$ cat src/otft_ram.sv
// Generic single-write, single-read RAM with registered read data.
module otft_ram #(
  parameter int WIDTH = 32,
  parameter int DEPTH = 16,
  localparam int AW = (DEPTH > 1) ? $clog2(DEPTH) : 1
) (
  input  logic             clk_i,
  input  logic             we_i,
  input  logic [AW-1:0]    waddr_i,
  input  logic [WIDTH-1:0] wdata_i,
  input  logic [AW-1:0]    raddr_i,
  output logic [WIDTH-1:0] rdata_o
);

  logic [WIDTH-1:0] mem [DEPTH];

  always_ff @(posedge clk_i) begin
    if (we_i) begin
      mem[waddr_i] <= wdata_i;
    end
    rdata_o <= mem[raddr_i];
  end

endmodule

$ cat config.mk
export PLATFORM = sky130hd
export DESIGN_NAME = otft_ram
export DESIGN_NICKNAME = d
export VERILOG_FILES = /design/src/otft_ram.sv
export SDC_FILE = /design/constraint.sdc
export NUM_CORES = 1
export LEC_CHECK = 0
export BUFFER_PORTS_ARGS = -buffer_cell sky130_fd_sc_hd__buf_2
export CAP_MARGIN = 20
export CORE_MARGIN = 2
export CORE_UTILIZATION = 60
export CTS_CLUSTER_DIAMETER = 50
export DETAILED_ROUTE_END_ITERATION = 8
export PLACE_DENSITY = 0.85
export SLEW_MARGIN = 20
export SYNTH_ARGS = -nofsm -noshare
export SYNTH_HDL_FRONTEND = slang
export SYNTH_SLANG_ARGS = --single-unit
$ cat constraint.sdc
create_clock -name clk_i -period 4.77 [get_ports clk_i]
set_input_delay 0.7155 -clock clk_i [delete_from_list [all_inputs] [get_ports clk_i]]
set_output_delay 0.7155 -clock clk_i [all_outputs]
set_load 0.02 [all_outputs]
==> results.ini, run 1 <==
[run_status]
outcome=finished clean

[sta]
final_critical_path_setup_slack_ns=2.45
hold_viol=0
timing.max_slew.rel_slack=0.265
clock_skew_ns=0.0177
rsz0062_at_grt=no
max_freq_ghz=0.431
timing.setup.tns_ns=0
finalWorstPathRequiredPeriod_ns=2.32
drv_slew=0
final_min_period_over_clock_period=0.486
setup_viol=0
worstMarginPinSlew_ns=1.10

[worst_setup_path]
ff2ff_path_depth=3
worst-setup-path-type=input port to register
slowest_stage_delay_on_critical_path_ns=0.65
critical_path.max_fanout=75
r2r_setup_slack_ns=3.37
worstPathCellList=clkbuf_8 > buf_4 > mux4_2 > a22oi_1 > nand2_1
arrival_ns=2.77
rr_endpoint=rdata_o[5]
cp.required_ns=5.22
timing.critical_path.to_type=register
critical_path.startpoint_type=input port
r2r_start=mem[7][5]
critPathCapture=rdata_o[5]
cp_slowest_cell=sky130_fd_sc_hd__clkbuf_8
critPathLaunch=raddr_i[0]

[power_and_ir_drop]
p_comb_frac=0.049
power.sequential.fraction=0.531
leakagePower_nw=7.38
power.switching_mw=2.06
switching_share=0.204
clockPowerShare=0.419
p_int_mw=8.06
power_density_nw_per_um2=445
ir_worst_vdd_mv=0.316

[placement]
portBuffers=73
place.gp.congestion=0.736
place_hpwl_um=21000
pre_cts_ws_ns=1.72

[detailed_routing]
detailedRoute.firstPassIterationCount=6
ant_nets=0
post_drt_wl_per_cell_um=30.1
drt_iter0_drc=1411
route.vias.total=9399
drt-total-wl_um=43200
drt_drc_violations_left=0
post_drt_via_cell_ratio=6.55

[global_route]
number_of_global_route_vias_before_repair=9661
grt_first_pass_wirelength_um=62600
pin_count_of_the_biggest_net_entering_global_routing=76
global_route.usage.total=0.259
gr-total-overflow=0
antenna_found_initial=3

[clock_tree]
ctsHtreeMaxLevel=2
sink_count=544
post-cts-setup-buffers=0
root_buffer=sky130_fd_sc_hd__clkbuf_16
max-clock-path-buffers=3
cts_tree=done
postCtsResizedCells=0
clkTransAtPathRegs_ns=0.07
cts_hold_repair.buffers=0
numCtsBuffers=50
clock_latency_ns=0.57

[synth]
syn_inst=838
synth_compound_area_frac=0.0242
post_synth_and_or_nand_nor_area_fraction=0.0127
combinational_family_with_the_most_area_after_synthesis=multiplexers
synth_mux_area_frac=0.145
syn_area_sq_um=19900
synthAdderAreaFrac=0
syn_nets=880
yosys-top-cells-area=sky130_fd_sc_hd__edfxtp_1 77%, sky130_fd_sc_hd__mux4_2 15%, sky130_fd_sc_hd__dfxtp_1 3.2%
synth_seq_cells=544
synth_top_area_share=0.774
synth-warning-count=0
post_synth_num_cell_types=18
post_synth.cell_area_avg_sq_um=23.7
ys_seq_area_frac=0.807
post_synth_xor_area_fraction=0
yosys.area.top_type=sky130_fd_sc_hd__edfxtp_1

[floorplanning]
core_area_sq_um=32500
die_height_um=186
cell_row_count=66
start_util=0.610
num_io_pins=74
die_area_sq_um=34600
die_width_um=186

[min_path]
worstHoldPathType=input port to register

[finish]
final_cell_mix=512 x sky130_fd_sc_hd__edfxtp_1, 128 x sky130_fd_sc_hd__mux4_2, 71 x sky130_fd_sc_hd__buf_2, 64 x sky130_fd_sc_hd__a22oi_1, 51 x sky130_fd_sc_hd__clkbuf_16
drive_above_1_share=0.335
finish.utilization=0.700
design.final.nets=991
area.growth.synth_to_final_pct=14.7
layout_commonest_cell=sky130_fd_sc_hd__edfxtp_1

[run]
cap_violations=0

[stage by stage]
step	instance area, sq um	power, mW	hold slack, ns	instances
finish	22800	10.1	0.519	1436
global route	22800	10.4	0.517	1434
CTS	22700	10.2	0.510	1429
detailed placement	20900	5.97	0.654	1335
global placement	20900	5.95	0.647	1335
floorplan	19900	5.77	0.635	838
[routing by layer]
metal  global-route usage  share of wire
met1                0.358           0.38
met2                0.422           0.51
met3               0.0579          0.096
met4               0.0740          0.022
met5                    0        0.00030
[cell usage after synthesis (all sizes together)]
master / count
edfxtp: 512
nor2: 13
nand2b: 2
or3b: 1
dfxtp: 32
a22oi: 64
nor2b: 2
nand3: 1
and2: 1
nand2: 33
clkbuf: 17
nand3b: 2
nor3: 4
mux4: 128
buf: 26
[registers in the layout, summed over array words and instances, names as in the netlist]
| signal | count |
|---|---|
| mem | 512 |
| rdata_o | 32 |
[how the worst min path moves through the flow]
stage                            from  cells after the start          end  slack (ns)
final                     wdata_i[21]                      1   mem[0][21]        0.52
after global placement     mem[14][0]                      3   rdata_o[0]        0.65
after global routing      wdata_i[27]                      1  mem[12][27]        0.52
after CTS                 wdata_i[14]                      1   mem[3][14]        0.51
after detailed placement   mem[12][0]                      3   rdata_o[0]        0.65
after floorplan            mem[14][0]                      3   rdata_o[0]        0.63
[cell type report]
cell class / count / area [sq um]
Clock inverter: 23 / 323
Multi-Input combinational cell: 251 / 3750
Clock buffer: 71 / 1460
Timing Repair Buffer: 102 / 659
Tap cell: 442 / 553
Fill cell: 1833 / 9770
Sequential cell: 544 / 16000
Antenna cell: 3 / 7.51
[critical path: cells and delay by family]
kind	cells	cell delay (ns)
AOI/OAI and AO/OA	1	0.27
buffers and inverters	2	1.06
muxes	1	0.58
and+or+nand+nor	1	0.08
[logic make-up (layout without fill, tap and decap cells)]
kind of cell	Yosys count	count (layout)
other cells	0	3
mux	128	128
buf+inv	43	196
flops	544	544
compound gates	64	64
simple gates	59	59
[power by group through the flow]
stage	Sequential [mW]	Clock [mW]	Combinational, mW
6_report	5.38	4.25	0.501
5_1_grt	5.39	4.45	0.535
4_1_cts	5.38	4.27	0.499
3_5_place_dp	5.48	0	0.491
3_3_place_gp	5.47	0	0.475
2_1_floorplan	5.51	0	0.257
No activity file was read; power rests on OpenSTA's default activity.
==> inputs of run 2 (changes only) <==
==> constraint.sdc (replaced) <==
create_clock -name clk_i -period 2.3 [get_ports clk_i]
set_input_delay 0.345 -clock clk_i [delete_from_list [all_inputs] [get_ports clk_i]]
set_output_delay 0.345 -clock clk_i [all_outputs]
set_load 0.02 [all_outputs]
==> run 2 against run 1 <==
Net effect: hold slack worse by 0.37 ns; sequential share of layout area is 0.72 points lower; global-route usage is 0.62 points higher; clock power is 90% higher; sequential power is 110% higher; critical path depth is 4 lower; combinational power is 120% higher; via count is 1.8% higher; clock skew is 0.0084 ns higher; first-iteration DRC count is 15% lower; non-clock buffer count is 25 higher.
==> results.ini, run 2 (same netlist as run 1, synthesis figures left out) <==
[run_status]
outcome=finished clean

[worst_setup_path]
ff2ff_path_depth=3  ; unchanged
critPathLaunch=rdata_o[12]
arrival_ns=1.17  ; -1.60 ns
worstPathCellList=buf_2
worst-setup-path-type=register to output port
worst-path-buf-inv=1  ; -1
cp.required_ns=1.96  ; -3.26 ns
timing.critical_path.to_type=output port
r2r_setup_slack_ns=0.93  ; -2.44 ns
critical_path.max_fanout=1  ; -99%
rr_endpoint=rdata_o[14]
slowest_stage_delay_on_critical_path_ns=0.41  ; -0.24 ns
critical_path.top_delay_family=flip-flops
cp_slowest_cell=sky130_fd_sc_hd__dfxtp_1
critPathCapture=rdata_o[12]
critical_path.startpoint_type=register
r2r_start=mem[3][14]
critical_path_depth=1  ; -4

[finish]
largest_register_ffs=512  ; unchanged
final_cell_mix=512 x sky130_fd_sc_hd__edfxtp_1, 128 x sky130_fd_sc_hd__mux4_2, 71 x sky130_fd_sc_hd__buf_2, 64 x sky130_fd_sc_hd__a22oi_1, 52 x sky130_fd_sc_hd__clkbuf_16
largest_register=mem
reg.largest.list=mem: 512 flops, rdata_o: 32 flops
fillerInstances=1872  ; +2.1%
design.final.nets=1018  ; +2.7%
drive_above_1_share=0.340  ; +0.00487
area.growth.synth_to_final_pct=15.9
layout_commonest_cell=sky130_fd_sc_hd__edfxtp_1

[clock_tree]
clkTransAtPathRegs_ns=0.07  ; about the same
post-cts-setup-buffers=0  ; unchanged
max-clock-path-buffers=3  ; unchanged
cts_tree=done
ctsHtreeMaxLevel=2  ; unchanged
root_buffer=sky130_fd_sc_hd__clkbuf_16
cts_hold_repair.buffers=0  ; unchanged
numCtsBuffers=52  ; +4.0%
clock_latency_ns=0.58  ; about the same
postCtsResizedCells=0  ; unchanged
sink_count=544  ; unchanged

[placement]
pre_cts_ws_ns=0.330  ; -1.39 ns
portBuffers=73  ; unchanged
place.gp.congestion=0.741  ; +0.75%
place_hpwl_um=23800  ; +13%

[detailed_routing]
drt_drc_violations_left=0  ; unchanged
post_drt_via_cell_ratio=6.55  ; about the same
drt_iter0_drc=1198  ; -15%
route.vias.total=9572  ; +1.8%
detailedRoute.firstPassIterationCount=5  ; -1
ant_nets=0  ; unchanged
drt-total-wl_um=43900  ; +1.5%
post_drt_wl_per_cell_um=30.0  ; -0.28%

[sta]
worstMarginPinSlew_ns=1.04  ; -0.0557 ns
final_min_period_over_clock_period=0.660
clock_skew_ns=0.0261  ; +0.00841 ns
rsz0062_at_grt=no
hold_slack_ns=0.147  ; -0.372 ns
setup_viol=0  ; unchanged
hold_viol=0  ; unchanged
drv_slew=0  ; unchanged
timing.max_slew.rel_slack=0.303  ; +0.0388
finalWorstPathRequiredPeriod_ns=1.52
max_freq_ghz=0.659
final_critical_path_setup_slack_ns=0.782  ; -1.67 ns

[power_and_ir_drop]
p_int_mw=16.0  ; +98%
power_density_nw_per_um2=883  ; +99%
p_comb_frac=0.054  ; +0.005
power.sequential.fraction=0.549  ; +0.018
leakagePower_nw=7.46  ; +1.1%
switching_share=0.213  ; +0.00946
power.switching_mw=4.33  ; +110%
clockPowerShare=0.397  ; -0.022
ir_worst_vdd_mv=0.906  ; +190%

[global_route]
gr-total-overflow=0  ; unchanged
global_route.usage.total=0.265  ; +0.00625
grt_first_pass_wirelength_um=64400  ; +2.8%
pin_count_of_the_biggest_net_entering_global_routing=37  ; -51%
number_of_global_route_vias_before_repair=10000  ; +3.6%
antenna_found_initial=4  ; +1

[floorplanning]
die_height_um=186  ; unchanged
num_io_pins=74  ; unchanged
die_width_um=186  ; unchanged
core_area_sq_um=32500  ; unchanged
start_util=0.610  ; unchanged
cell_row_count=66  ; unchanged
die_area_sq_um=34600  ; unchanged

[min_path]
worstHoldPathType=input port to register

[run]
cap_violations=0  ; unchanged

==> run 2: metrics by stage <==
stage	util	cells	TNS (ns)	area [sq um]	power (mW)
floorplan	-	838	-37.08	19900	12.0
global placement	0.657	1364	0	21400	12.4
detailed placement	0.657	1364	0	21400	12.4
CTS	0.707	1460	0	23000	20.4
global route	0.707	1460	0	23000	20.8
finish	0.707	1462	0	23000	20.3
==> run 2: worst min-delay path by stage <==
stage,start,end,cells after the start
floorplan,wdata_i[0],mem[0][0],0
global placement,mem[12][4],rdata_o[4],3
detailed placement,mem[12][6],rdata_o[6],3
CTS,wdata_i[2],mem[2][2],1
global route,wdata_i[30],mem[2][30],1
finish,wdata_i[3],mem[0][3],1
==> run 2: power groups by stage <==
stage	sequential [mW]	clock [mW]	combinational (mW)
floorplan	11.4	0	0.536
global placement	11.3	0	1.05
detailed placement	11.4	0	1.08
CTS	11.2	8.15	1.10
global route	11.2	8.48	1.16
finish	11.2	8.07	1.09
==> run 2: routing by layer <==
layer / global-route usage / share of wire / vias to the layer above
li1: - / - / 3859
met1: 0.362 / 0.37 / 5097
met2: 0.443 / 0.52 / 521
met3: 0.0479 / 0.087 / 93
met4: 0.0828 / 0.025 / 2
met5: 0 / 0.00030 / -
==> run 2: area by class of cell <==
cell class              count  area, sq um  area share
diodes                      2         5.00    0.000218
clock buffers              63         1360      0.0592
clock inverters            33          249      0.0108
multi-input cells         251         3770       0.164
flip-flops and latches    544        16000       0.696
well taps                 442          553      0.0240
repair buffers            127         1040      0.0454
